File: src/hdl/psg_pkg.sv
`default_nettype none
// ---------------------------------------------------------------------------
// psg_pkg: shared types and constants of the tone/envelope sound generator
// Word layout, register map, envelope shape tables and amplitude curve.
// ---------------------------------------------------------------------------
package psg_pkg;

   localparam int REG_COUNT_N = 14;
   localparam int VOICES      = 3;
   localparam int QUEUE_DEPTH = 2;
   localparam int QUEUE_PTR_W = (QUEUE_DEPTH > 1) ? $clog2(QUEUE_DEPTH) : 1;
   localparam int QUEUE_CNT_W = $clog2(QUEUE_DEPTH + 1);

   localparam logic [3:0] REG_COUNT  = 4'd14;
   localparam logic [3:0] REG_NOISE  = 4'd6;
   localparam logic [3:0] REG_MIXER  = 4'd7;
   localparam logic [3:0] REG_VOL_A  = 4'd8;
   localparam logic [3:0] REG_ENV_LO = 4'd11;
   localparam logic [3:0] REG_ENV_HI = 4'd12;
   localparam logic [3:0] REG_SHAPE  = 4'd13;

   localparam logic [7:0] STEP_RESET = 8'd7;

   // low register of each 16-bit period pair: tone A, B, C, envelope
   localparam logic [3:0] PAIR_LO [0:3] = '{4'd0, 4'd2, 4'd4, 4'd11};

   typedef enum logic [1:0] {
      KIND_TICK  = 2'b01,
      KIND_WRITE = 2'b10
   } item_kind_type;

   typedef struct packed {
      item_kind_type kind;
      logic [3:0]    index;
      logic [7:0]    value;
   } item_type;

   typedef struct packed {
      logic full;
      logic empty;
   } queue_status_type;

   typedef enum logic [1:0] {
      DIR_HOLD = 2'b00,
      DIR_UP   = 2'b01,
      DIR_DOWN = 2'b10
   } env_dir_type;

   localparam env_dir_type ENV_DIR [0:15][0:1] = '{
      '{DIR_DOWN, DIR_HOLD}, '{DIR_DOWN, DIR_HOLD},
      '{DIR_DOWN, DIR_HOLD}, '{DIR_DOWN, DIR_HOLD},
      '{DIR_UP,   DIR_HOLD}, '{DIR_UP,   DIR_HOLD},
      '{DIR_UP,   DIR_HOLD}, '{DIR_UP,   DIR_HOLD},
      '{DIR_DOWN, DIR_DOWN}, '{DIR_DOWN, DIR_HOLD},
      '{DIR_DOWN, DIR_UP},   '{DIR_DOWN, DIR_HOLD},
      '{DIR_UP,   DIR_UP},   '{DIR_UP,   DIR_HOLD},
      '{DIR_UP,   DIR_DOWN}, '{DIR_UP,   DIR_HOLD}
   };

   localparam logic [4:0] ENV_RELOAD [0:15][0:1] = '{
      '{5'd31, 5'd0},  '{5'd31, 5'd0},  '{5'd31, 5'd0},  '{5'd31, 5'd0},
      '{5'd0,  5'd0},  '{5'd0,  5'd0},  '{5'd0,  5'd0},  '{5'd0,  5'd0},
      '{5'd31, 5'd31}, '{5'd31, 5'd0},  '{5'd31, 5'd0},  '{5'd31, 5'd31},
      '{5'd0,  5'd0},  '{5'd0,  5'd31}, '{5'd0,  5'd31}, '{5'd0,  5'd0}
   };

   localparam logic [7:0] AMP_TABLE [0:31] = '{
      8'h00, 8'h00, 8'h01, 8'h02, 8'h03, 8'h04, 8'h04, 8'h05,
      8'h06, 8'h08, 8'h09, 8'h0A, 8'h0C, 8'h0F, 8'h11, 8'h14,
      8'h18, 8'h1C, 8'h21, 8'h26, 8'h2D, 8'h36, 8'h3F, 8'h48,
      8'h55, 8'h66, 8'h77, 8'h88, 8'hA2, 8'hC1, 8'hE0, 8'hFF
   };

endpackage
`default_nettype wire

File: src/hdl/psg_front.sv
`default_nettype none
// ---------------------------------------------------------------------------
// psg_front: input stage
// Takes request words, drops writes to unused registers, tags the rest as
// tick or write and hands them to the queue.
// ---------------------------------------------------------------------------
module psg_front (
   input  wire                        clock,
   input  wire                        reset,
   input  wire                        req_tvalid,
   output logic                       req_tready,
   input  wire  [15:0]                req_tdata,   // [3:0] reg_index, [11:4] reg_value
   input  wire  [0:0]                 req_tuser,   // [0] req_type
   input  wire psg_pkg::queue_status_type q_status,
   output logic                       push,
   output psg_pkg::item_type          push_item
);

   logic              valid_ff, valid_in;
   psg_pkg::item_type item_ff, item_in;
   logic              accept;
   logic              drop;

   assign req_tready = !valid_ff || !q_status.full;
   assign accept     = req_tvalid && req_tready;
   assign push       = valid_ff && !q_status.full;
   assign drop       = req_tuser[0] && (req_tdata[3:0] >= psg_pkg::REG_COUNT);
   assign push_item  = item_ff;

   always_comb begin
      valid_in = valid_ff;
      item_in  = item_ff;
      if (push) begin
         valid_in = 1'b0;
      end
      if (accept) begin
         valid_in      = !drop;
         item_in.kind  = req_tuser[0] ? psg_pkg::KIND_WRITE : psg_pkg::KIND_TICK;
         item_in.index = req_tdata[3:0];
         item_in.value = req_tdata[11:4];
      end
   end

   always_ff @(posedge clock) begin
      if (reset) begin
         valid_ff <= 1'b0;
      end else begin
         valid_ff <= valid_in;
      end
      item_ff <= item_in;
   end

endmodule
`default_nettype wire

File: src/hdl/psg_queue.sv
`default_nettype none
// ---------------------------------------------------------------------------
// psg_queue: short item queue
// Decouples the input stage from the execution stage.
// ---------------------------------------------------------------------------
module psg_queue (
   input  wire                        clock,
   input  wire                        reset,
   input  wire                        push,
   input  wire psg_pkg::item_type     push_item,
   input  wire                        pop,
   output psg_pkg::item_type          pop_item,
   output psg_pkg::queue_status_type  q_status
);

   localparam logic [psg_pkg::QUEUE_PTR_W-1:0] PTR_LAST =
      psg_pkg::QUEUE_PTR_W'(psg_pkg::QUEUE_DEPTH - 1);
   localparam logic [psg_pkg::QUEUE_CNT_W-1:0] CNT_FULL =
      psg_pkg::QUEUE_CNT_W'(psg_pkg::QUEUE_DEPTH);

   psg_pkg::item_type                 slot_ff [psg_pkg::QUEUE_DEPTH];
   logic [psg_pkg::QUEUE_PTR_W-1:0]   wr_ptr_ff, wr_ptr_in;
   logic [psg_pkg::QUEUE_PTR_W-1:0]   rd_ptr_ff, rd_ptr_in;
   logic [psg_pkg::QUEUE_CNT_W-1:0]   count_ff, count_in;

   assign q_status.full  = (count_ff == CNT_FULL);
   assign q_status.empty = (count_ff == '0);
   assign pop_item       = slot_ff[rd_ptr_ff];

   always_comb begin
      wr_ptr_in = wr_ptr_ff;
      rd_ptr_in = rd_ptr_ff;
      count_in  = count_ff;
      if (push) begin
         wr_ptr_in = (wr_ptr_ff == PTR_LAST) ? '0 : wr_ptr_ff + 1'b1;
      end
      if (pop) begin
         rd_ptr_in = (rd_ptr_ff == PTR_LAST) ? '0 : rd_ptr_ff + 1'b1;
      end
      if (push && !pop) begin
         count_in = count_ff + 1'b1;
      end else if (pop && !push) begin
         count_in = count_ff - 1'b1;
      end
   end

   always_ff @(posedge clock) begin
      if (reset) begin
         wr_ptr_ff <= '0;
         rd_ptr_ff <= '0;
         count_ff  <= '0;
      end else begin
         wr_ptr_ff <= wr_ptr_in;
         rd_ptr_ff <= rd_ptr_in;
         count_ff  <= count_in;
      end
      if (push) begin
         slot_ff[wr_ptr_ff] <= push_item;
      end
   end

`ifndef SYNTHESIS
   a_no_overflow: assert property (@(posedge clock) disable iff (reset)
      push |-> !q_status.full)
      else $error("queue push while full");
   a_no_underflow: assert property (@(posedge clock) disable iff (reset)
      pop |-> !q_status.empty)
      else $error("queue pop while empty");
   a_count_bound: assert property (@(posedge clock) disable iff (reset)
      count_ff <= CNT_FULL)
      else $error("queue count out of range");
`endif

endmodule
`default_nettype wire

File: src/hdl/psg_back.sv
`default_nettype none
// ---------------------------------------------------------------------------
// psg_back: execution stage
// Holds the register file, tone and envelope counters; applies writes,
// steps the counters on ticks and registers the mixed samples.
// ---------------------------------------------------------------------------
module psg_back (
   input  wire                        clock,
   input  wire                        reset,
   input  wire                        csr_valid,
   output logic                       csr_ready,
   input  wire  [7:0]                 csr_data,
   input  wire psg_pkg::queue_status_type q_status,
   input  wire psg_pkg::item_type     pop_item,
   output logic                       pop,
   output logic                       rsp_tvalid,
   input  wire                        rsp_tready,
   output logic [23:0]                rsp_tdata    // [7:0] a, [15:8] b, [23:16] c
);

   logic [7:0]  step_ff;
   logic [7:0]  regs_ff   [psg_pkg::REG_COUNT_N];
   logic [7:0]  regs_in   [psg_pkg::REG_COUNT_N];
   logic [15:0] tone_ff   [psg_pkg::VOICES];
   logic [15:0] tone_in   [psg_pkg::VOICES];
   logic [15:0] tone_next [psg_pkg::VOICES];
   logic [15:0] tone_diff [psg_pkg::VOICES];
   logic [psg_pkg::VOICES-1:0] tone_hit;
   logic [15:0] env_cnt_ff, env_cnt_in, env_cnt_cur, env_diff, env_next;
   logic        env_hit;
   logic [4:0]  level_ff, level_in, level_cur, level_next;
   logic        seg_ff, seg_in, seg_cur, seg_next;
   logic        restart_ff, restart_in;
   logic [psg_pkg::VOICES-1:0] waves_ff, waves_in, waves_next;
   logic [15:0] step16;
   logic [3:0]  shape;
   logic [7:0]  env_amp;
   logic [7:0]  sample [psg_pkg::VOICES];
   logic        rsp_valid_ff, rsp_valid_in;
   logic [23:0] rsp_data_ff, rsp_data_in;
   logic        is_tick;
   psg_pkg::env_dir_type dir;

   assign csr_ready  = 1'b1;
   assign pop        = !q_status.empty && (!rsp_valid_ff || rsp_tready);
   assign is_tick    = (pop_item.kind == psg_pkg::KIND_TICK);
   assign rsp_tvalid = rsp_valid_ff;
   assign rsp_tdata  = rsp_data_ff;

   assign step16      = {8'h00, step_ff};
   assign shape       = regs_ff[psg_pkg::REG_SHAPE][3:0];
   assign env_cnt_cur = restart_ff ? 16'h0000 : env_cnt_ff;
   assign seg_cur     = restart_ff ? 1'b0 : seg_ff;
   assign level_cur   = restart_ff ? psg_pkg::ENV_RELOAD[shape][0] : level_ff;

   for (genvar i = 0; i < psg_pkg::VOICES; i++) begin : g_tone
      logic [15:0] period;
      logic [7:0]  vol;
      assign period       = {regs_ff[2*i+1], regs_ff[2*i]};
      assign tone_diff[i] = tone_ff[i] - step16;
      assign tone_hit[i]  = (tone_diff[i] == 16'h0000) || tone_diff[i][15];
      assign tone_next[i] = tone_hit[i] ? tone_diff[i] + period : tone_diff[i];

      assign vol = regs_ff[psg_pkg::REG_VOL_A + i];
      always_comb begin
         sample[i] = vol[4] ? env_amp : psg_pkg::AMP_TABLE[{vol[3:0], 1'b1}];
         if (!(waves_next[i] || regs_ff[psg_pkg::REG_MIXER][i])) begin
            sample[i] = 8'h00;
         end
      end
   end

   assign waves_next = waves_ff ^ tone_hit;

   assign env_diff = env_cnt_cur - step16;
   assign env_hit  = (env_diff == 16'h0000) || env_diff[15];
   assign env_next = env_hit ?
      env_diff + {regs_ff[psg_pkg::REG_ENV_HI], regs_ff[psg_pkg::REG_ENV_LO]} : env_diff;
   assign dir      = psg_pkg::ENV_DIR[shape][seg_cur];

   always_comb begin
      seg_next   = seg_cur;
      level_next = level_cur;
      if (env_hit) begin
         unique case (dir)
            psg_pkg::DIR_UP: begin
               if (&level_cur) begin
                  seg_next   = !seg_cur;
                  level_next = psg_pkg::ENV_RELOAD[shape][!seg_cur];
               end else begin
                  level_next = level_cur + 5'd1;
               end
            end
            psg_pkg::DIR_DOWN: begin
               if (level_cur == 5'd0) begin
                  seg_next   = !seg_cur;
                  level_next = psg_pkg::ENV_RELOAD[shape][!seg_cur];
               end else begin
                  level_next = level_cur - 5'd1;
               end
            end
            default: begin
               level_next = level_cur;
            end
         endcase
      end
   end

   assign env_amp = psg_pkg::AMP_TABLE[level_next];

   always_comb begin
      regs_in      = regs_ff;
      tone_in      = tone_ff;
      env_cnt_in   = env_cnt_ff;
      level_in     = level_ff;
      seg_in       = seg_ff;
      restart_in   = restart_ff;
      waves_in     = waves_ff;
      rsp_valid_in = rsp_valid_ff && !rsp_tready;
      rsp_data_in  = rsp_data_ff;
      if (pop && is_tick) begin
         tone_in      = tone_next;
         env_cnt_in   = env_next;
         level_in     = level_next;
         seg_in       = seg_next;
         restart_in   = 1'b0;
         waves_in     = waves_next;
         rsp_valid_in = 1'b1;
         rsp_data_in  = {sample[2], sample[1], sample[0]};
      end else if (pop) begin
         regs_in[pop_item.index] = pop_item.value;
         for (int p = 0; p < 4; p++) begin
            if ((pop_item.index == psg_pkg::PAIR_LO[p]) ||
                (pop_item.index == psg_pkg::PAIR_LO[p] + 4'd1)) begin
               if ({regs_in[psg_pkg::PAIR_LO[p] + 4'd1], regs_in[psg_pkg::PAIR_LO[p]]}
                   < step16) begin
                  regs_in[psg_pkg::PAIR_LO[p]]        = step_ff;
                  regs_in[psg_pkg::PAIR_LO[p] + 4'd1] = 8'h00;
               end
            end
         end
         if ((pop_item.index == psg_pkg::REG_NOISE) &&
             (regs_in[psg_pkg::REG_NOISE] < step_ff)) begin
            regs_in[psg_pkg::REG_NOISE] = step_ff;
         end
         if (pop_item.index == psg_pkg::REG_SHAPE) begin
            regs_in[psg_pkg::REG_SHAPE] = {4'h0, pop_item.value[3:0]};
            restart_in                  = 1'b1;
         end
      end
   end

   always_ff @(posedge clock) begin
      if (reset) begin
         step_ff      <= psg_pkg::STEP_RESET;
         regs_ff      <= '{default: '0};
         tone_ff      <= '{default: '0};
         env_cnt_ff   <= '0;
         level_ff     <= '0;
         seg_ff       <= 1'b0;
         restart_ff   <= 1'b0;
         waves_ff     <= '0;
         rsp_valid_ff <= 1'b0;
      end else begin
         if (csr_valid && csr_ready) begin
            step_ff <= csr_data;
         end
         regs_ff      <= regs_in;
         tone_ff      <= tone_in;
         env_cnt_ff   <= env_cnt_in;
         level_ff     <= level_in;
         seg_ff       <= seg_in;
         restart_ff   <= restart_in;
         waves_ff     <= waves_in;
         rsp_valid_ff <= rsp_valid_in;
      end
      rsp_data_ff <= rsp_data_in;
   end

`ifndef SYNTHESIS
   a_restart_cleared: assert property (@(posedge clock) disable iff (reset)
      (pop && is_tick) |=> !restart_ff)
      else $error("envelope restart still pending after a tick");
   a_shape_masked: assert property (@(posedge clock) disable iff (reset)
      regs_ff[psg_pkg::REG_SHAPE][7:4] == 4'h0)
      else $error("shape register holds bits above the shape code");
   a_rsp_hold: assert property (@(posedge clock) disable iff (reset)
      (rsp_tvalid && !rsp_tready) |=> (rsp_tvalid && $stable(rsp_tdata)))
      else $error("response word changed while stalled");
`endif

endmodule
`default_nettype wire

File: src/hdl/psg_tone_envelope_generator.sv
`default_nettype none
// Path: tick word -> input register -> queue slot -> registered sample on rsp.
// Throughput: one request word per cycle while rsp_tready is not held low, set
// by the execute stage that updates counters, envelope and mixer together.
// Reset: synchronous; clears registers, counters, envelope and queue, and
// loads the step with 7. No clearing pass; the block is ready at once.
// ---------------------------------------------------------------------------
// psg_tone_envelope_generator: three-voice tone and envelope sound generator
// Input stage, item queue and execution stage with a registered output.
// ---------------------------------------------------------------------------
module psg_tone_envelope_generator (
   input  wire         clock,
   input  wire         reset,
   input  wire         req_tvalid,
   output logic        req_tready,
   input  wire  [15:0] req_tdata,    // [3:0] reg_index, [11:4] reg_value
   input  wire  [0:0]  req_tuser,    // [0] req_type
   output logic        rsp_tvalid,
   input  wire         rsp_tready,
   output logic [23:0] rsp_tdata,    // [7:0] amp_a, [15:8] amp_b, [23:16] amp_c
   input  wire         csr_valid,
   output logic        csr_ready,
   input  wire  [7:0]  csr_data      // step_per_sample
);

   psg_pkg::queue_status_type q_status;
   psg_pkg::item_type         push_item;
   psg_pkg::item_type         pop_item;
   logic                      push;
   logic                      pop;

   psg_front u_front (
      .clock      (clock),
      .reset      (reset),
      .req_tvalid (req_tvalid),
      .req_tready (req_tready),
      .req_tdata  (req_tdata),
      .req_tuser  (req_tuser),
      .q_status   (q_status),
      .push       (push),
      .push_item  (push_item)
   );

   psg_queue u_queue (
      .clock     (clock),
      .reset     (reset),
      .push      (push),
      .push_item (push_item),
      .pop       (pop),
      .pop_item  (pop_item),
      .q_status  (q_status)
   );

   psg_back u_back (
      .clock      (clock),
      .reset      (reset),
      .csr_valid  (csr_valid),
      .csr_ready  (csr_ready),
      .csr_data   (csr_data),
      .q_status   (q_status),
      .pop_item   (pop_item),
      .pop        (pop),
      .rsp_tvalid (rsp_tvalid),
      .rsp_tready (rsp_tready),
      .rsp_tdata  (rsp_tdata)
   );

endmodule
`default_nettype wire
File: config.mk
export PLATFORM = sky130hd
export DESIGN_NAME = psg_tone_envelope_generator
export DESIGN_NICKNAME = d
export VERILOG_FILES = /design/src/hdl/psg_pkg.sv /design/src/hdl/psg_front.sv /design/src/hdl/psg_queue.sv /design/src/hdl/psg_back.sv /design/src/hdl/psg_tone_envelope_generator.sv
export SDC_FILE = /design/constraint.sdc
export NUM_CORES = 1
export LEC_CHECK = 0
export ABC_AREA = 1
export BUFFER_PORTS_ARGS = -buffer_cell sky130_fd_sc_hd__buf_4
export CORE_ASPECT_RATIO = 0.9
export CORE_UTILIZATION = 60
export DETAILED_ROUTE_END_ITERATION = 12
export GPL_TIMING_DRIVEN = 1
export PLACE_DENSITY = 0.79
export SYNTH_ARGS = -nofsm -noshare
export SYNTH_HDL_FRONTEND = slang
export SYNTH_HIERARCHICAL = 1
export SYNTH_SLANG_ARGS = --single-unit
File: constraint.sdc
create_clock -name clock -period 5.1 [get_ports clock]
set_clock_uncertainty 0.2 [all_clocks]
set_input_delay 1.53 -clock clock [delete_from_list [all_inputs] [get_ports clock]]
set_output_delay 1.53 -clock clock [all_outputs]
set_load 0.02 [all_outputs]
==> summary by stage <==
Placed design
Timing analysis after detailed placement gives a worst setup slack of between 600 and 700 ps. Including well taps, the total number of placed cells is 2845. The placer's final routability congestion estimate is about 0.92. After legalization and detailed placement, the total HPWL measured around 35000 um. The port buffer count is ~50.

Routing
After detailed routing, the average wire length per cell comes to roughly 17 um. The number of iterations in the first detailed-routing pass is 5. In this run, the number of DRC markers left after iteration 0 of detailed routing was around 1.6k. The vias after detailed routing is 16.8k. Once detail routing completed, the nets flagged for antenna violations numbered 0.

The vias per cell is ~5.8. The number of DRC violations after detailed routing is 0. The post-detailed-routing wire length is 48300 um.

CTS
The clock latency of the later-clocked register in the worst-skew pair is between 500 and 600 ps. The number of clock sinks is 241. The longest clock path from root to sink contains 3 buffers.

The post-cts repair resize count is 0. The count of H-tree levels built during CTS is 1. The clock root buffer is sky130_fd_sc_hd__clkbuf_16. TritonCTS built the clock tree. Post-CTS timing repair inserted 0 buffers for setup. Hold repair after CTS inserted 0 buffers.

Clock-pin slew was measured on the worst setup and hold paths at around 60 ps. Counting the buffers created by CTS gives 28.

Global route
For this run, the total global-route usage over all layers was measured as 0.327. The via count of the first global-routing pass is about 16k. For this run, global-route usage on met2 was measured as 0.552. In the global route stage, met3 resource usage came out at 0.0444. Entering global routing, the biggest net connects 73 pins.

The total congestion overflow after global routing is 0. The fraction of met1 tracks used by global routing is 0.414. The initial antenna violation count came to 0. The peak-usage layer in the global routing report is met2. The first global-routing pass estimated about 80000 um of wire.

Synth
Yosys mapped a number of flops with a built-in enable equal to 66. The mean instance size in the synthesized netlist is roughly 7.0 sq um. The most used flip-flop cell after synthesis is sky130_fd_sc_hd__dfxtp_1. The top cell type by total area after synthesis is sky130_fd_sc_hd__dfxtp_1. The synthesized design contains 241 register bits. The post-synthesis cell type count is 57.

The share of the Yosys chip area taken by registers is 0.316. The fraction of registers with async set or reset after synthesis is 0. After synthesis the cells add up to 17400 sq um. Ranked by total cell area, the synthesized netlist is headed by sky130_fd_sc_hd__dfxtp_1 (20%), sky130_fd_sc_hd__nand2_1 (13%), sky130_fd_sc_hd__edfxtp_1 (11%).

The proportion of netlist area held by the largest area contributor is 0.202. Synthesis produced a netlist with a net count of ~2.7k. Counting every instance in the synthesized netlist gives around 2.5k. Yosys printed 6 warnings.

Worst setup path
For the worst setup path, the data required time is roughly 5200 ps. The top fanout value on the critical path is 11. The startpoint identified for the worst register-to-register timing path is u_back/step_ff[2]. STA classifies the critical path endpoint as a flip-flop. The cell with the largest stage delay on the worst path is sky130_fd_sc_hd__inv_1. The arrival time reported for the critical path endpoint is around 4700 ps. Walking the worst path, the cells encountered are inv_1 -> ha_1 -> a21oi_1 -> nand2_1 -> nand2_1 -> nand2_1 -> nand2_1 -> nand2_1 -> nor2_1 -> nand3_1 -> nor2_1 -> nand2_2 -> nand2_4 -> nand2_1 -> nand2_2 -> inv_1 -> ha_1 -> inv_1 -> nand3_1 -> nand3_1 -> nand3_1 -> a21oi_1 -> nor2_1. The critical path class is flip-flop to flip-flop.

The cell that appears most often on the critical path is sky130_fd_sc_hd__nand2_1. The category of the worst setup path launch point is a flip-flop. The peak per-stage delay on the critical path is around 460 ps. The combined buffer and inverter count along the critical path is 3.

The kind of cell with the highest combined delay on the critical path is simple AND/OR/NAND/NOR gates. The beginning of the critical path is u_back/step_ff[2].

STA
Setup repair after global routing left no endpoint under its margin. The worst-margin pin slew is ~970 ps. The final-report hold violation count is 0. The setup TNS is 0 ps.

The final number of max-transition violations was 0. The worst path needs 4610 ps of the cycle, external delays included. The relative max-transition margin is 0.349. The share of the cycle needed by the critical path after routing is 0.904. The maximum operating frequency is 217 MHz. Setup violations remaining at the end of the flow were counted as 0.

Hold is met by ~250 ps. Setup slack on the critical path of the routed design comes to roughly 490 ps.

Finish
Leaving out fill and tap cells, the most frequent cells in the layout are sky130_fd_sc_hd__nand2_1 (623), sky130_fd_sc_hd__inv_1 (296), sky130_fd_sc_hd__a21oi_1 (230). The number of fillers in the final layout is between 2k and 2.5k. The count of nets after finishing is 2699. The number of diodes is 0. The area growth from synthesis to layout is 9.84%. The fraction of layout cells with a size suffix above 1 is 0.0761. The most common cell after layout, fill and taps aside is sky130_fd_sc_hd__nand2_1. The finished layout holds 2897 standard cells, fillers aside.

Floorplan
The effective utilization at floorplan is 0.617. During I/O placement, the number of pins put on the boundary was 57. The die covers 29600 sq um. The core region area is about 28000 sq um. The standard-cell row count is 58.

The x dimension of the die is ~180 um. From bottom edge to top edge, the die measures around 160 um.

Min path
The path class of the tightest hold or removal check is flip-flop to flip-flop. The origin of the worst min-delay path is u_front/push_item[1].

Outcome
The flow ran to the end, and the final reports show no timing, DRC or antenna violations.

Job
The count of maximum capacitance violations is 0.
## logic make-up (layout without fill, tap and decap cells)
kind of cell             count (synthesis)  after routing  share of synthesized area
XOR/XNOR                                87             87                     0.0443
AND/OR/NAND/NOR                       1017           1017                      0.243
flip-flops                             241            241                      0.316
other                                    1              1                   0.000216
adder cells (fa/ha/maj)                154            154                      0.114
buffers and inverters                  390            443                     0.0875
multiplexers                            14             14                    0.00908
AO/OA/AOI/OAI                          580            580                      0.185
## layer usage
| layer | up-vias | routed length [um] |
|---|---|---|
| met5 | - | 0 |
| met4 | 0 | 2270 |
| met3 | 143 | 3510 |
| met2 | 580 | 22100 |
| met1 | 7719 | 20400 |
| li1 | 8384 | - |
## stage by stage
| stage | instance area (sq um) | utilization |
|---|---|---|
| 3_5_place_dp | 18100 | 0.643 |
| 4_1_cts | 19100 | 0.677 |
| 6_report | 19100 | 0.677 |
| 5_1_grt | 19100 | 0.677 |
| 2_1_floorplan | 17400 | - |
| 3_3_place_gp | 18100 | 0.643 |
## Yosys cell counts (6+ instances only)
cell type,number
sky130_fd_sc_hd__a31oi_1,9
sky130_fd_sc_hd__fa_1,8
sky130_fd_sc_hd__nand4_1,27
sky130_fd_sc_hd__a21o_1,8
sky130_fd_sc_hd__nor4_1,9
sky130_fd_sc_hd__o211ai_1,49
sky130_fd_sc_hd__xor2_1,58
sky130_fd_sc_hd__nand2_2,13
sky130_fd_sc_hd__buf_2,17
sky130_fd_sc_hd__xnor2_1,28
sky130_fd_sc_hd__nor3_1,21
sky130_fd_sc_hd__inv_2,8
sky130_fd_sc_hd__clkbuf_1,52
sky130_fd_sc_hd__buf_4,6
sky130_fd_sc_hd__or2_2,9
sky130_fd_sc_hd__inv_1,296
sky130_fd_sc_hd__o21a_1,7
sky130_fd_sc_hd__a21boi_0,8
sky130_fd_sc_hd__edfxtp_1,66
sky130_fd_sc_hd__nand3b_1,6
sky130_fd_sc_hd__nor2_1,157
sky130_fd_sc_hd__mux2_2,14
sky130_fd_sc_hd__a21oi_1,230
sky130_fd_sc_hd__o21ai_1,16
sky130_fd_sc_hd__dfxtp_1,175
sky130_fd_sc_hd__nand2_1,623
sky130_fd_sc_hd__o22ai_1,17
sky130_fd_sc_hd__o21ai_0,205
sky130_fd_sc_hd__nand3_1,143
sky130_fd_sc_hd__ha_1,146
## worst reg2reg max path: cells and delay by family (launching register included)
| kind | cells | cell delay, ps |
|---|---|---|
| buffers and inverters | 3 | 710 |
| adders and majority gates | 2 | 760 |
| DFF | 1 | 340 |
| AOI/OAI and AO/OA | 2 | 400 |
| and+or+nand+nor | 16 | 1940 |
## path summary, 6_finish.rpt
path / to / slack [ps] / cells past startpoint
min: u_queue/slot_ff[0][1] / 250 / 0
max reg2reg: u_back/rsp_tdata[1] / 490 / 23
max: u_back/rsp_tdata[1] / 490 / 23
min reg2reg: u_queue/slot_ff[0][1] / 250 / 0
## cell type report
cell class / count / area [sq um] / area share
clock inverter: 22 / 241 / 0.0127
inverter: 311 / 1170 / 0.0614
multi-input combinational: 1853 / 10400 / 0.544
sequential: 241 / 5490 / 0.288
tap: 360 / 450 / 0.0236
timing repair buffer: 80 / 613 / 0.0321
clock buffer: 30 / 729 / 0.0382
## registers in the layout, summed over array words and instances (netlist names), named ones only
register              count
u_back/tone_ff           48
u_queue/count_ff          2
u_back/regs_ff           23
u_front/valid_ff          1
u_back/rsp_tvalid         1
u_front/push_item        14
u_back/level_ff           5
u_queue/wr_ptr_ff         1
u_back/seg_ff             1
u_back/env_cnt_ff        16
u_back/waves_ff           3
u_back/g_tone.vol        15
u_queue/slot_ff          28
u_queue/rd_ptr_ff         1
u_back/restart_ff         1
u_back/g_tone.period     48
u_back/step_ff            8
u_back/rsp_tdata         24
Power is not shown: default switching activity piles up to over one toggle a cycle in this logic, so the estimate is an artifact.
